--- src/hdl/tra_pkg.sv ---
package tra_pkg;

    // Field widths
    localparam int IDX_W    = 12;
    localparam int SAMPLE_W = 32;
    localparam int SHOT_W   = 20;
    localparam int STORE_W  = 48;
    localparam int SUM_W    = STORE_W + 1;
    localparam int NUM_W    = SUM_W + 1;
    localparam int DEN_W    = SHOT_W + 1;

    // Default record length
    localparam int RECORD_DEPTH = 4096;

    // Saturation bounds of a store entry
    localparam logic [STORE_W-1:0] MAX48 = {1'b0, {(STORE_W-1){1'b1}}};
    localparam logic [STORE_W-1:0] MIN48 = {1'b1, {(STORE_W-1){1'b0}}};
    localparam logic [SHOT_W-1:0]  SHOT_MAX = {SHOT_W{1'b1}};

    // Configuration register indexes
    localparam int CFG_IDX_W = 1;
    localparam logic [CFG_IDX_W-1:0] CFG_AVERAGE_LIMIT     = 1'd0;
    localparam logic [CFG_IDX_W-1:0] CFG_REFERENCE_ENABLED = 1'd1;

    typedef enum logic [2:0] {
        ST_CLEAR,
        ST_IDLE,
        ST_READ,
        ST_DIV,
        ST_OUT
    } t_state;

    // Clamp a 49-bit sum into the signed 48-bit range
    function automatic logic [STORE_W-1:0] sat_sum(input logic [SUM_W-1:0] s);
        logic [STORE_W-1:0] v;
        if (s[SUM_W-1] != s[SUM_W-2]) begin
            v = s[SUM_W-1] ? MIN48 : MAX48;
        end else begin
            v = s[STORE_W-1:0];
        end
        return v;
    endfunction

    // Finish the rolling average from magnitude and quotient, apply sign and clamp
    function automatic logic [STORE_W-1:0] roll_result(
        input logic [SUM_W-1:0] mag,
        input logic             neg,
        input logic             le_half,
        input logic [SUM_W-1:0] quo
    );
        logic [SUM_W-1:0]   r;
        logic [SUM_W-1:0]   nr;
        logic [STORE_W-1:0] v;
        r  = le_half ? mag : (mag - quo);
        nr = ~r + {{(SUM_W-1){1'b0}}, 1'b1};
        if (!neg) begin
            v = (r > {1'b0, MAX48}) ? MAX48 : r[STORE_W-1:0];
        end else begin
            v = (r > {1'b0, MIN48}) ? MIN48 : nr[STORE_W-1:0];
        end
        return v;
    endfunction

endpackage

--- src/hdl/tra_div.sv ---
module tra_div #(
    parameter int NW = tra_pkg::NUM_W,
    parameter int DW = tra_pkg::DEN_W
) (
    input  logic          i_clk,
    input  logic          i_rst_n,
    input  logic          i_start,
    input  logic [NW-1:0] i_num,
    input  logic [DW-1:0] i_den,
    output logic [NW-1:0] o_quo,
    output logic          o_busy,
    output logic          o_done
);

    localparam int CW = $clog2(NW);

    logic          r_busy;
    logic          r_done;
    logic [CW-1:0] r_cnt;
    logic [NW-1:0] r_quo;
    logic [DW-1:0] r_rem;
    logic [DW-1:0] r_den;

    logic [DW:0]   rem_sh;
    logic          ge;
    logic [DW:0]   rem_sub;

    // One restoring step: shift in the next numerator bit, subtract if it fits
    always_comb begin
        rem_sh  = {r_rem, r_quo[NW-1]};
        ge      = rem_sh >= {1'b0, r_den};
        rem_sub = rem_sh - {1'b0, r_den};
    end

    // Control: run NW steps after start, pulse done at the end
    always_ff @(posedge i_clk) begin
        if (!i_rst_n) begin
            r_busy <= 1'b0;
            r_done <= 1'b0;
            r_cnt  <= '0;
        end else begin
            r_done <= 1'b0;
            if (i_start) begin
                r_busy <= 1'b1;
                r_cnt  <= CW'(NW - 1);
            end else if (r_busy) begin
                if (r_cnt == '0) begin
                    r_busy <= 1'b0;
                    r_done <= 1'b1;
                end else begin
                    r_cnt <= r_cnt - 1'b1;
                end
            end
        end
    end

    // Datapath: numerator shifts out while quotient bits shift in
    always_ff @(posedge i_clk) begin
        if (i_start) begin
            r_quo <= i_num;
            r_rem <= '0;
            r_den <= i_den;
        end else if (r_busy) begin
            r_quo <= {r_quo[NW-2:0], ge};
            r_rem <= ge ? rem_sub[DW-1:0] : rem_sh[DW-1:0];
        end
    end

    assign o_quo  = r_quo;
    assign o_busy = r_busy;
    assign o_done = r_done;

endmodule

--- config.mk ---
export PLATFORM = sky130hd
export DESIGN_NAME = tra_div
export DESIGN_NICKNAME = d
export VERILOG_FILES = /design/src/hdl/tra_pkg.sv /design/src/hdl/tra_div.sv
export SDC_FILE = /design/constraint.sdc
export NUM_CORES = 1
export LEC_CHECK = 0
export BUFFER_PORTS_ARGS = -buffer_cell sky130_fd_sc_hd__buf_2
export CORE_ASPECT_RATIO = 0.75
export CORE_MARGIN = 1
export CORE_UTILIZATION = 54
export CTS_CLUSTER_SIZE = 14
export DETAILED_ROUTE_END_ITERATION = 10
export PLACE_DENSITY = 0.79
export RECOVER_POWER = 100
export SYNTH_ARGS = -nofsm -noshare
export SYNTH_HDL_FRONTEND = slang
export SYNTH_SLANG_ARGS = --single-unit
--- constraint.sdc ---
create_clock -name i_clk -period 3.2 [get_ports i_clk]
set_input_delay 0 -clock i_clk [delete_from_list [all_inputs] [get_ports i_clk]]
set_output_delay 0 -clock i_clk [all_outputs]
set_load 0.03 [all_outputs]
==> impl_metrics.py <==
metrics = {
    "yosys": {
        "syn_nets": 532,
        "number_of_enable_type_register_cells_in_the_synthesized_netlist": 71,
        "yosys.area_share.adder": 0.0573,
        "netlist-cell-type-count": 50,
        "largest_cells_by_area_after_synthesis": "sky130_fd_sc_hd__edfxtp_1 (41%), sky130_fd_sc_hd__dfxtp_1 (11%), sky130_fd_sc_hd__mux2_2 (11%)",
        "complex_gate_fraction_of_the_synthesized_area": 0.115,
        "synthesis.area_mm2": 0.00515,
        "post_synth_inst_count": 435,
        "synth_warnings": 0,
        "ys_seq_area_frac": 0.526,
        "synth.area.mux_share": 0.144,
        "synth-main-ff-cell": "sky130_fd_sc_hd__edfxtp_1",
        "synth.avg_cell_area_um2": 11.8,
        "synth_xor_xnor_area_share": 0.0374,
        "async_reset_ff_frac": 0,
        "synthDominantCellAreaShare": 0.414,
        "synth_top_family_by_area": "multiplexers",
        "synth.ff_latch_count": 100,
        "synth_area_leader_cell": "sky130_fd_sc_hd__edfxtp_1",
        "synth_simple_gate_area_frac": 0.0801,
    },
    "global_route": {
        "groute.usage.overall": 0.274,
        "grt_util_met3": 0.0636,
        "grt_use_met1": 0.338,
        "antenna_found_initial": 0,
        "grt_overflow": 0,
        "grtUsageMet2": 0.456,
        "first_global_vias": 4109,
        "most_used_layer_global_route": "met2",
        "grt_first_pass_wirelength_um": 20400,
        "grt_max_degree": 51,
    },
    "finish": {
        "final_cell_mix": "sky130_fd_sc_hd__buf_2 (73), sky130_fd_sc_hd__dlygate4sd3_1 (72), sky130_fd_sc_hd__edfxtp_1 (71), sky130_fd_sc_hd__clkbuf_1 (52), sky130_fd_sc_hd__mux2_2 (47)",
        "post_layout_instance_count_excluding_filler_cells": 764,
        "filler_cell_count": 656,
        "area_delta_synth_final_pct": 33.0,
        "multi_input_comb_area_mm2": 0.00224,
        "area.sequential_mm2": 0.00271,
        "final_layout_size_suffix_gt1_frac": 0.236,
        "net_total_in_the_final_layout": 727,
        "leading_cell_type_in_the_layout_fill_and_taps_excluded": "sky130_fd_sc_hd__buf_2",
    },
    "route": {
        "drc": 0,
        "dr_total_vias": 4155,
        "drt_wl_total_um": 13200,
        "avgViaCountPerCell": 5.44,
        "first_iter_violations": 281,
        "detail_route.wl_per_cell_um": 17.3,
        "postRouteAntennaNets": 0,
        "drt_pre_antenna_iters": 4,
    },
    "setup_path": {
        "critical_path.endpoint_type": "flip-flop",
        "critical-path-slowest-cell": "sky130_fd_sc_hd__fa_1",
        "reg2reg_to": "r_rem[12]",
        "worst_r2r_path_depth": 12,
        "path_max_fanout": 10,
        "worst-endpoint-required_ps": 3420,
        "crit-reg2reg-launch": "o_quo[49]",
        "slowest_delay_ps": 400,
        "path_cells": "inv_1, ha_1, inv_1, fa_1, a21o_1, a221o_1, a311oi_2, o21ai_1, a21oi_4, buf_4, mux2i_1, o21ai_1",
        "cp_data_arrival_time_ps": 3300,
        "cp-start-kind": "flip-flop",
        "reg2reg_slack_ps": 120,
        "worst-setup-path-type": "flip-flop to flip-flop",
    },
    "worst_hold_path": {
        "timing.hold.worst.start": "i_start",
        "hold-path-cell-count": 1,
        "hold_path_end": "r_den[12]",
        "holdCritPathClass": "primary input to flip-flop",
    },
    "placement": {
        "detailed_place_hpwl_um": 8110,
        "place_congestion": 0.897,
        "dpl.cell_count": 674,
        "buffer_ports.inserted": 125,
        "placement.setup.worst_slack_ps": 108,
    },
    "floorplan": {
        "die_extent_in_y_um": 86.6,
        "die-area_mm2": 0.00994,
        "design.core.area_mm2": 0.00916,
        "die_w_um": 115,
        "floorplan.rows": 30,
        "boundaryPins": 126,
        "initial_util": 0.563,
    },
    "sta": {
        "worst_slew_pin_tran_ps": 1830,
        "finalHoldViolations": 0,
        "finalMaxSlewViolations": 51,
        "minimum_clock_period_ps": 3080,
        "maxSlewHeadroom": -0.222,
        "achievable-frequency_mhz": 325,
        "finalSetupTns_ps": 0,
        "post-route-period-util": 0.963,
        "finalSetupViolations": 0,
        "worst_clock_skew_ps": 10.8,
        "setup_ws_ps": 118,
    },
    "power_and_ir_drop": {
        "gate_power_share": 0.228,
        "net_switching_power_mw": 1.04,
        "power-per-cell-area_mw_per_mm2": 500,
        "seqPwrFrac": 0.465,
        "p_clk_frac": 0.307,
        "cell_internal_power_mw": 2.39,
        "p_leak_nw": 2.91,
        "p_sw_frac": 0.303,
        "peak_supply_drop_mv": 0.418,
    },
    "cts": {
        "clockRootBuffer": "sky130_fd_sc_hd__clkbuf_16",
        "clk_pin_slew_ps": 70,
        "cts_tree": "done",
        "clock-sinks": 100,
        "cts_repair_resize_count": 0,
        "max-clock-path-buffers": 2,
        "cts_buffers": 9,
        "worst_skew_pair.late_latency_ps": 350,
        "htreeDepth": 3,
    },
    "status": {
        "violations_in_the_final_reports": "capacitance limit, slew limit",
        "status": "finished, violations left",
    },
    "run": {
        "max_cap_violations": 1,
    },
}
layout make-up:
class / count / share of cell area
Inverter: 30 / 0.0164
Antenna cell: 1 / 0.000365
Timing Repair Buffer: 205 / 0.196
Tap cell: 128 / 0.0234
Clock buffer: 10 / 0.0334
Multi-Input combinational cell: 284 / 0.327
Clock inverter: 6 / 0.00767
Sequential cell: 100 / 0.396
metal layers:
metal	wire length [µm]	part of all wire	up-vias
li1	-	-	2007
met1	5560	0.42	1951
met2	6400	0.49	160
met3	713	0.054	37
met4	516	0.039	0
met5	0	0	-
power by group through the flow:
stage / Clock, mW / Sequential (mW) / Combinational [mW]
6_report: 1.05 / 1.59 / 0.780
4_1_cts: 1.07 / 1.58 / 0.781
5_1_grt: 1.12 / 1.60 / 0.836
3_5_place_dp: 0 / 1.61 / 0.710
2_1_floorplan: 0 / 1.74 / 0.366
3_3_place_gp: 0 / 1.60 / 0.694
per-stage QoR:
stage	power, mW	utilization	hold WS (ps)	cell area [µm²]
floorplan	2.10	-	98.9	5150
finish	3.43	0.748	177	6850
detailed placement	2.32	0.645	178	5900
global route	3.56	0.748	193	6850
CTS	3.43	0.754	169	6910
global placement	2.30	0.645	176	5900
cells in the mapped netlist (3+ instances only):
cell / count
sky130_fd_sc_hd__ha_1: 22
sky130_fd_sc_hd__nor3_1: 3
sky130_fd_sc_hd__inv_1: 30
sky130_fd_sc_hd__nand4_1: 3
sky130_fd_sc_hd__nor2_1: 22
sky130_fd_sc_hd__nand4b_1: 3
sky130_fd_sc_hd__o21ai_1: 9
sky130_fd_sc_hd__xnor2_1: 12
sky130_fd_sc_hd__a211oi_1: 13
sky130_fd_sc_hd__clkbuf_1: 19
sky130_fd_sc_hd__mux2i_1: 18
sky130_fd_sc_hd__nand3_1: 4
sky130_fd_sc_hd__dfxtp_1: 29
sky130_fd_sc_hd__o21a_1: 6
sky130_fd_sc_hd__xor2_1: 10
sky130_fd_sc_hd__nand2_1: 25
sky130_fd_sc_hd__a21o_1: 8
sky130_fd_sc_hd__and3_1: 4
sky130_fd_sc_hd__edfxtp_1: 71
sky130_fd_sc_hd__o21ai_0: 10
sky130_fd_sc_hd__o211ai_1: 3
sky130_fd_sc_hd__a31oi_1: 6
sky130_fd_sc_hd__mux2_2: 49
sky130_fd_sc_hd__a21oi_1: 18
sky130_fd_sc_hd__nand2b_1: 6
worst max-delay path by stage:
stage	from	end	cells after the start
finish	o_quo[49]	r_rem[12]	12
floorplan	o_quo[49]	r_rem[0]	11
global placement	o_quo[49]	r_rem[16]	12
detailed placement	o_quo[49]	r_rem[9]	12
global route	o_quo[49]	r_rem[16]	12
CTS	o_quo[49]	r_rem[12]	12
worst max-delay path: cells and delay by family (launching register included):
family / cells / cell delay (ps)
multiplexers: 1 / 240
AO/OA/AOI/OAI: 6 / 1390
buffers and inverters: 3 / 390
adder cells (fa/ha/maj): 2 / 560
flip-flops: 1 / 390
cell families after synthesis:
kind of cell / after synthesis
AOI/OAI and AO/OA: 88
muxes: 68
adders and majority gates: 23
xor gates and xnor gates: 22
DFF: 100
and+or+nand+nor: 83
buffers and inverters: 51
what timing repair did:
action	in CTS	in global routing
endpoints found under the setup margin	0	13
endpoints found under the hold margin	75	0
hold buffers	72	0
buffers inserted	0	1
flip-flops by register name, indices dropped and copies added, names as in the netlist:
signal / cells
o_busy: 1
o_done: 1
o_quo: 50
r_cnt: 6
r_den: 21
r_rem: 21
Power figures use the tool's default switching activity.
